**src/rtl/dip_pkg.sv**
```systemverilog
// Package for the dotted IPv4 address parser: request and result payload
// types, parse state type and character constants. No dependencies.
package dip_pkg;

    localparam logic [7:0] CH_ZERO = 8'h30;
    localparam logic [7:0] CH_NINE = 8'h39;
    localparam logic [7:0] CH_DOT  = 8'h2E;

    localparam int unsigned RADIX      = 10;
    localparam int unsigned ACC_W      = 9;   // holds 0..256
    localparam int unsigned PROD_W     = 12;  // 256*10+9 fits
    localparam logic [ACC_W-1:0] OCTET_LIM = 9'd256;
    localparam logic [1:0] LAST_OCTET = 2'd3;

    typedef struct packed {
        logic [7:0] character;
        logic       first;
    } dip_in_t;

    typedef struct packed {
        logic        ok;
        logic [31:0] address;
    } dip_out_t;

    typedef struct packed {
        logic             active;
        logic [1:0]       octet_index;
        logic [ACC_W-1:0] accumulator;
        logic [23:0]      done_octets;
    } dip_state_t;

endpackage

```
**src/rtl/dip_step.sv**
```systemverilog
// One-character parse step: next parse state and optional result.
// Depends on dip_pkg.
module dip_step (
    input  dip_pkg::dip_state_t state_cur,
    input  dip_pkg::dip_in_t    item,
    output dip_pkg::dip_state_t state_next,
    output logic                emit,
    output dip_pkg::dip_out_t   result
);
    import dip_pkg::*;

    dip_state_t        st;
    logic              is_digit;
    logic [3:0]        digit;
    logic [PROD_W-1:0] prod;
    logic              too_big;

    always_comb begin
        st = state_cur;
        if (item.first) begin
            st = '{active: 1'b1, octet_index: 2'd0, accumulator: '0, done_octets: '0};
        end
        is_digit = (item.character >= CH_ZERO) && (item.character <= CH_NINE);
        digit    = 4'(item.character - CH_ZERO);
        prod     = PROD_W'(st.accumulator) * PROD_W'(RADIX) + PROD_W'(digit);
        too_big  = st.accumulator[ACC_W-1];   // only 256 sets the top bit

        state_next = st;
        emit       = 1'b0;
        result     = '{ok: 1'b0, address: '0};

        if (st.active) begin
            if (is_digit) begin
                state_next.accumulator = (prod >= PROD_W'(OCTET_LIM)) ? OCTET_LIM
                                                                       : ACC_W'(prod);
            end else if (st.octet_index == LAST_OCTET) begin
                emit              = 1'b1;
                state_next.active = 1'b0;
                if (!too_big) begin
                    result.ok      = 1'b1;
                    result.address = {st.accumulator[7:0], st.done_octets};
                end
            end else if (item.character == CH_DOT && !too_big) begin
                case (st.octet_index)
                    2'd0:    state_next.done_octets[7:0]   = st.accumulator[7:0];
                    2'd1:    state_next.done_octets[15:8]  = st.accumulator[7:0];
                    default: state_next.done_octets[23:16] = st.accumulator[7:0];
                endcase
                state_next.octet_index = st.octet_index + 2'd1;
                state_next.accumulator = '0;
            end else begin
                // bad character, or an oversized octet closed by a dot
                emit              = 1'b1;
                state_next.active = 1'b0;
            end
        end
    end

endmodule

```
**src/rtl/dotted_ipv4_address_parser.sv**
```systemverilog
// Top level of the dotted IPv4 address parser: parse state register and
// result register around the dip_step logic. Depends on dip_pkg, dip_step.
//
// Usage:
//   Requests arrive on s_valid/s_ready/s_data, one host string character per
//   request; s_data.first marks the first character and restarts the parse.
//   Digits build the current octet (saturating at 256), dots close octets one
//   to three, and any non-digit in octet four closes the parse. One result
//   per string leaves on m_valid/m_ready/m_data: ok=1 with the address (first
//   octet in bits 7..0), or ok=0 with address zero. Characters after a result
//   and before the next first character are consumed and dropped.
//   Throughput: one request per cycle while no result waits for m_ready. The parse state is updated at the
//   accepting edge, so the next character can follow in the very next cycle.
//   Result: the result is in the output register in the cycle after the
//   request that closes the parse is accepted.
//   Stall: while a result waits for m_ready, s_ready stays high only if the
//   result is taken in the same cycle; otherwise input holds until it is.
//   Reset (aresetn low, synchronous): parse goes idle, no result is pending.
module dotted_ipv4_address_parser (
    input  logic              aclk,
    input  logic              aresetn,
    input  logic              s_valid,
    output logic              s_ready,
    input  dip_pkg::dip_in_t  s_data,
    output logic              m_valid,
    input  logic              m_ready,
    output dip_pkg::dip_out_t m_data
);
    import dip_pkg::*;

    dip_state_t state_reg;
    dip_state_t state_next;
    logic       step_emit;
    dip_out_t   step_result;
    logic       m_valid_reg;
    logic       m_valid_next;
    dip_out_t   m_data_reg;
    logic       s_accept;

    // Output slot is free when empty or being drained this cycle
    assign s_ready  = !m_valid_reg || m_ready;
    assign s_accept = s_valid && s_ready;

    dip_step u_step (
        .state_cur (state_reg),
        .item      (s_data),
        .state_next(state_next),
        .emit      (step_emit),
        .result    (step_result)
    );

    always_comb begin
        if (s_accept) begin
            m_valid_next = step_emit;
        end else if (m_ready) begin
            m_valid_next = 1'b0;
        end else begin
            m_valid_next = m_valid_reg;
        end
    end

    always_ff @(posedge aclk) begin
        if (!aresetn) begin
            state_reg   <= '0;
            m_valid_reg <= 1'b0;
        end else begin
            m_valid_reg <= m_valid_next;
            if (s_accept) begin
                state_reg <= state_next;
            end
        end
    end

    // Result payload, no reset needed
    always_ff @(posedge aclk) begin
        if (s_accept && step_emit) begin
            m_data_reg <= step_result;
        end
    end

    assign m_valid = m_valid_reg;
    assign m_data  = m_data_reg;

endmodule

```
**config.mk**
```make
export PLATFORM = sky130hd
export DESIGN_NAME = dotted_ipv4_address_parser
export DESIGN_NICKNAME = d
export VERILOG_FILES = /design/src/rtl/dip_pkg.sv /design/src/rtl/dip_step.sv /design/src/rtl/dotted_ipv4_address_parser.sv
export SDC_FILE = /design/constraint.sdc
export NUM_CORES = 1
export LEC_CHECK = 0
export BUFFER_PORTS_ARGS = -buffer_cell sky130_fd_sc_hd__buf_2
export CAP_MARGIN = 10
export CORE_ASPECT_RATIO = 2
export CORE_MARGIN = 1
export CORE_UTILIZATION = 52
export CTS_CLUSTER_DIAMETER = 50
export DETAILED_ROUTE_END_ITERATION = 7
export GPL_TIMING_DRIVEN = 0
export PLACE_DENSITY = 0.75
export SLEW_MARGIN = 20
export SYNTH_ARGS = -nofsm -noshare
export SYNTH_HDL_FRONTEND = slang
export SYNTH_SLANG_ARGS = --single-unit
```
**constraint.sdc**
```tcl
create_clock -name aclk -period 3 [get_ports aclk]
set_input_delay 0.15 -clock aclk [delete_from_list [all_inputs] [get_ports aclk]]
set_output_delay 0.15 -clock aclk [all_outputs]
set_load 0.01 [all_outputs]
```
Word level (Yosys, flattened, before mapping) --
Index checks and enable logic that the tools add are counted.
Word-level totals: register bits 70, bits of input ports 13, output and inout bits 35
Cells by class: add/subtract/negate cells 3, multipliers 1, magnitude comparators 3, eq/ne operators 3, multiplexer cells 20, bitwise gates (word level) 2, reductions and logical operators 12
Operators with widths (number):
- 2-to-1 mux 36 bit | 2
- 2-to-1 mux 35 bit | 2
- 2-to-1 mux 33 bit | 1
- 2-to-1 mux 24 bit | 1
- 2-to-1 mux 8 bit | 3
- 2-to-1 mux 9 bit | 2
- adder 12 x 4 -> 12 bit | 1
- >= comparator 12 x 9 -> 1 bit (second input constant) | 1
- multiplier 9 x 3 -> 11 bit (second input constant) | 1
- equality test 8 x 6 -> 1 bit (second input constant) | 1
- >= comparator 8 x 6 -> 1 bit (second input constant) | 1
- less-or-equal comparator 8 x 6 -> 1 bit (second input constant) | 1
- 2-to-1 mux 1 bit | 8
- logical AND 1 bit | 4
- OR reduction 4 bit | 1
- subtractor 4 x 1 -> 4 bit (second input constant) | 1
- 2-to-1 mux 3 bit | 1
- OR reduction 3 bit | 1
- adder 2 x 1 -> 2 bit (second input constant) | 1
- equality test 2 x 1 -> 1 bit (second input constant) | 1
- equality test 2 bit (second input constant) | 1
- logical NOT 1 bit | 2
- logical NOT 2 bit | 1
- NOT 1 bit | 2
- 3 further kinds | 3

Logic depth before layout (Yosys ltp) --
depth after elaboration 8, gate-level depth with buffers 17

Hierarchy --
Synthesis repeated with hierarchy kept, for this count alone.
Second synthesis, totals: cells, all modules 455, area total of the unflattened synthesis 4299.1 um^2
By module, submodules not included:
- dotted_ipv4_address_parser | instances 1, cells each 195, area an instance 2514.9 um^2
- dip_step | instances 1, cells each 260, area an instance 1784.2 um^2

Least setup slack after synthesis --
No wires, ideal clock.
path kind input to register, from in s_data[0] (netlist name), to reg state_reg[32] (netlist name), setup time 122 ps, data arrival time 3137 ps, path slack -258 ps, stages 16, path buffers 3, cells stage by stage buf_2 clkbuf_1 nand2b_1 inv_1 ha_1 ha_1 inv_1 fa_1 nor3b_1 a21boi_0 nand4_1 nor4_1 nor2b_1 buf_6 nand2b_4 o311a_1
RTL lines:
- from (decl) | line dotted_ipv4_address_parser.sv:24 | input dip_pkg::dip_in_t s_data,
- to (signal assigned) | line dotted_ipv4_address_parser.sv:69 | state_reg <= state_next;
- to (decl) | line dotted_ipv4_address_parser.sv:31 | dip_state_t state_reg;

Worst setup path after layout --
from reg state_reg[26] (netlist name), to reg state_reg[29] (netlist name)
On the way: word-level cells in the longest chain between the ends 7
Ends and longest elaborated chain:
- 2-to-1 mux 36 bit (*) | line dip_step.sv:20 | if (item.first) begin
- multiplier 9 x 3 -> 11 bit (*) | line dip_step.sv:25 | prod = PROD_W'(st.accumulator) * PROD_W'(RADIX) + PROD_W'(digit);
- adder 12 x 4 -> 12 bit (*) | line dip_step.sv:25
- >= comparator 12 x 9 -> 1 bit | line dip_step.sv:34 | state_next.accumulator = (prod >= PROD_W'(OCTET_LIM)) ? OCTET_LIM
- 2-to-1 mux 9 bit (*) | line dip_step.sv:34
- 2-to-1 mux 9 bit (*) | line dip_step.sv:33 | if (is_digit) begin
- 2-to-1 mux 36 bit (*) | line dip_step.sv:32 | if (st.active) begin
Every way passes the cells marked *; elsewhere a longest branch is shown, timed or not. A chain may end at the register's enable or synchronous reset.

==> results.yml <==
route:
  wl_um: 8740
  avgRoutedWirePerCell_um: 17.0
  vias_per_cell: 5.71
  drt-initial-drc-count: 158
  postRouteAntennaNets: 0
  drcViolationCount: 0
  vias: 2937
  first_pass_iters: 4
grt:
  grt_pass1_vias: 2825
  overflow: 0
  grt_max_degree: 32
  grt_usage: 0.252
  antenna_found_initial: 0
  grt_pass1_wl_um: 13200
yosys:
  synth-edff-count: 33
  synth_area_leader_cell: "edfxtp_1"
  syn_inst: 353
  synth-async-reset-ratio: 0
  synth_nets: 380
  synthFlopType: "dfxtp_1"
  synthesis.area_mm2: 0.00359
  synth_top_area_frac: 0.276
  ys_warn_count: 0
  synth.avg_cell_area_um2: 10.2
  synth_seq_cells: 70
  yosysUniqueCellTypes: 53
  netlist_top_cells_area: "edfxtp_1 (28%), dfxtp_1 (21%), and2_1 (6.4%)"
  ys_seq_area_frac: 0.482
flow_run:
  maxCapViolCount: 0
clocking:
  cts_buffers: 9
  cts_root_buf: "clkbuf_16"
  h-tree-depth: 3
  insertion_delay_ps: 330
  clk_pin_slew_ps: 50
  cts_tree: "done"
  cts_hold_buffers: 0
  clockBufferDepth: 2
  clock-sinks: 70
floorplan:
  dieArea_mm2: 0.00727
  initial_utilization: 0.543
  dieWidth_um: 60.8
  die_h_um: 120
  io-pin-count: 48
  floorplan.rows: 42
  fp.coreArea_mm2: 0.00662
pwr:
  leakage_nw: 1.79
  ir_worst_vdd_uv: 242
  powerDensity_mw_per_mm2: 517
  power_w: 0.00240
sta:
  whs_ps: 180
  finalHoldViolCount: 0
  fin_crit_ps: 3010
  slew_violations: 0
  finalSetupViolations: 5
  maxSlewHeadroom: 0.166
  period_share: 1.00
  max_freq_mhz: 332
  grt_setup_unrepaired: "true"
  worst_slew_pin_slew_ps: 1240
  fin_ws_ps: -14.8
  finClkSkew_ps: 6.31
setup_path:
  cp_max_fo: 7
  cp-start-kind: "register"
  cpMaxStageDelayCell: "a211o_1"
  cpPeakStageDelay_ps: 380
  path_class: "register to register"
  cp_num_buf_inv: 1
  worst_path_dominant_cell_family: "compound AO/OA/AOI/OAI gates"
  cp_data_required_time_ps: 3260
  path_common_cell: "nor2b_2"
  arrival_ps: 3280
  crit_chain: "xor2_1 -> nor2b_2 -> ha_1 -> a21o_1 -> nand4_1 -> a211o_1 -> a211oi_4 -> o2111ai_1 -> nor2b_2 -> buf_12 -> nor4_2 -> o21a_1"
  worstSetupEndpointType: "register"
cells_and_area:
  drive_gt1_frac: 0.279
  nFillCells: 516
  area_delta_synth_final_pct: 29.1
  layout.nets: 448
  insertedDiodeCount: 0
  largest_register_ffs: 36
place:
  dp_hpwl_um: 6000
  place.gp.congestion: 0.922
  place.port_buffers: 46
run_status:
  status: "finished with violations"
  violations: "negative setup slack"
worst_hold_path:
  hold_path_class: "primary input to register"
[cells in the mapped netlist (12+ instances only)]
library cell,instances
nor2b_1,33
a21oi_1,14
inv_1,13
dfxtp_1,37
edfxtp_1,33
ha_1,13
a22oi_1,24
clkbuf_1,12
and2_1,37
xnor2_1,14
nor2_1,19
nand2_1,14
o21ai_0,12
[layout by cell type, fill, tap and decap left out, drive strengths merged, types with 5 or more instances in the layout]
cell	count
and3	5
a21o	6
edfxtp	33
a22oi	24
dfxtp	37
xnor2	14
buf	62
nor2	19
nand2b	10
inv	13
a21oi	14
clkbuf	24
nor2b	33
o21ai	14
nor4	5
nand2	14
and2	37
ha	13
[tightest hold or removal path: stages]
cell      delay [ps]
buf_2            120
o221ai_1         140
a21oi_1           50
[per-stage QoR]
step,worst slack [ps],cells,area (um^2),setup TNS (ps),util
after CTS,7.53,512,4530,0,0.684
final,-14.8,514,4640,-42.6,0.701
after floorplan,-144,353,3600,-144,-
after global routing,-99.5,514,4640,-499,0.701
after detailed placement,-825,488,3960,-10860,0.599
after global placement,-762,487,3940,-21580,0.595
[per-layer routing]
layer,share of wire,track usage,up-vias
met1,0.35,0.237,1408
li1,-,-,1386
met5,0,0,-
met4,0.046,0.183,0
met2,0.57,0.453,112
met3,0.041,0.0474,31
[path summary, 6_finish.rpt]
| path | startpoint | endpoint | slack (ps) | cells past startpoint |
|---|---|---|---|---|
| worst max register to register | state_reg[26] | state_reg[29] | -10 | 12 |
| worst max-delay path | state_reg[26] | state_reg[29] | -10 | 12 |
| worst min register to register | state_reg[15] | state_reg[15] | 470 | 2 |
| worst min-delay path | s_data[1] | state_reg[24] | 180 | 3 |
[repair_timing]
action,4_1_cts,5_1_grt
pin swaps,8,12
endpoints found under the setup margin,9,9
buffers inserted,9,3
gates resized for setup,38,17
[report_power, final]
group          switching, W  total (W)  internal [W]  leakage (nW)
Clock              0.000372    0.00118      0.000811         0.161
Sequential       0.00000975    0.00103       0.00102         0.637
Combinational      0.000115   0.000190     0.0000753         0.987
Total              0.000496    0.00240       0.00190          1.79
[logic make-up (layout without fill, tap and decap cells)]
logic type	count (synthesis)	count (layout)	share of synthesized area
muxes	1	1	0.00278
adders and majority gates	15	15	0.0536
DFF	70	70	0.482
AOI/OAI and AO/OA	80	80	0.157
buffers and inverters	30	103	0.0352
and+or+nand+nor	140	140	0.229
xor gates and xnor gates	17	17	0.0414
[area by class of cell]
class / instances / area, um^2 / share of cell area
Buffer: 15 / 75.1 / 0.0162
Clock buffer: 12 / 236 / 0.0509
Clock inverter: 4 / 95.1 / 0.0205
Inverter: 13 / 48.8 / 0.0105
Multi-Input combinational cell: 253 / 1970 / 0.425
Sequential cell: 70 / 1750 / 0.377
Tap cell: 88 / 110 / 0.0237
Timing Repair Buffer: 59 / 355 / 0.0765
Power figures use the tool's default switching activity.
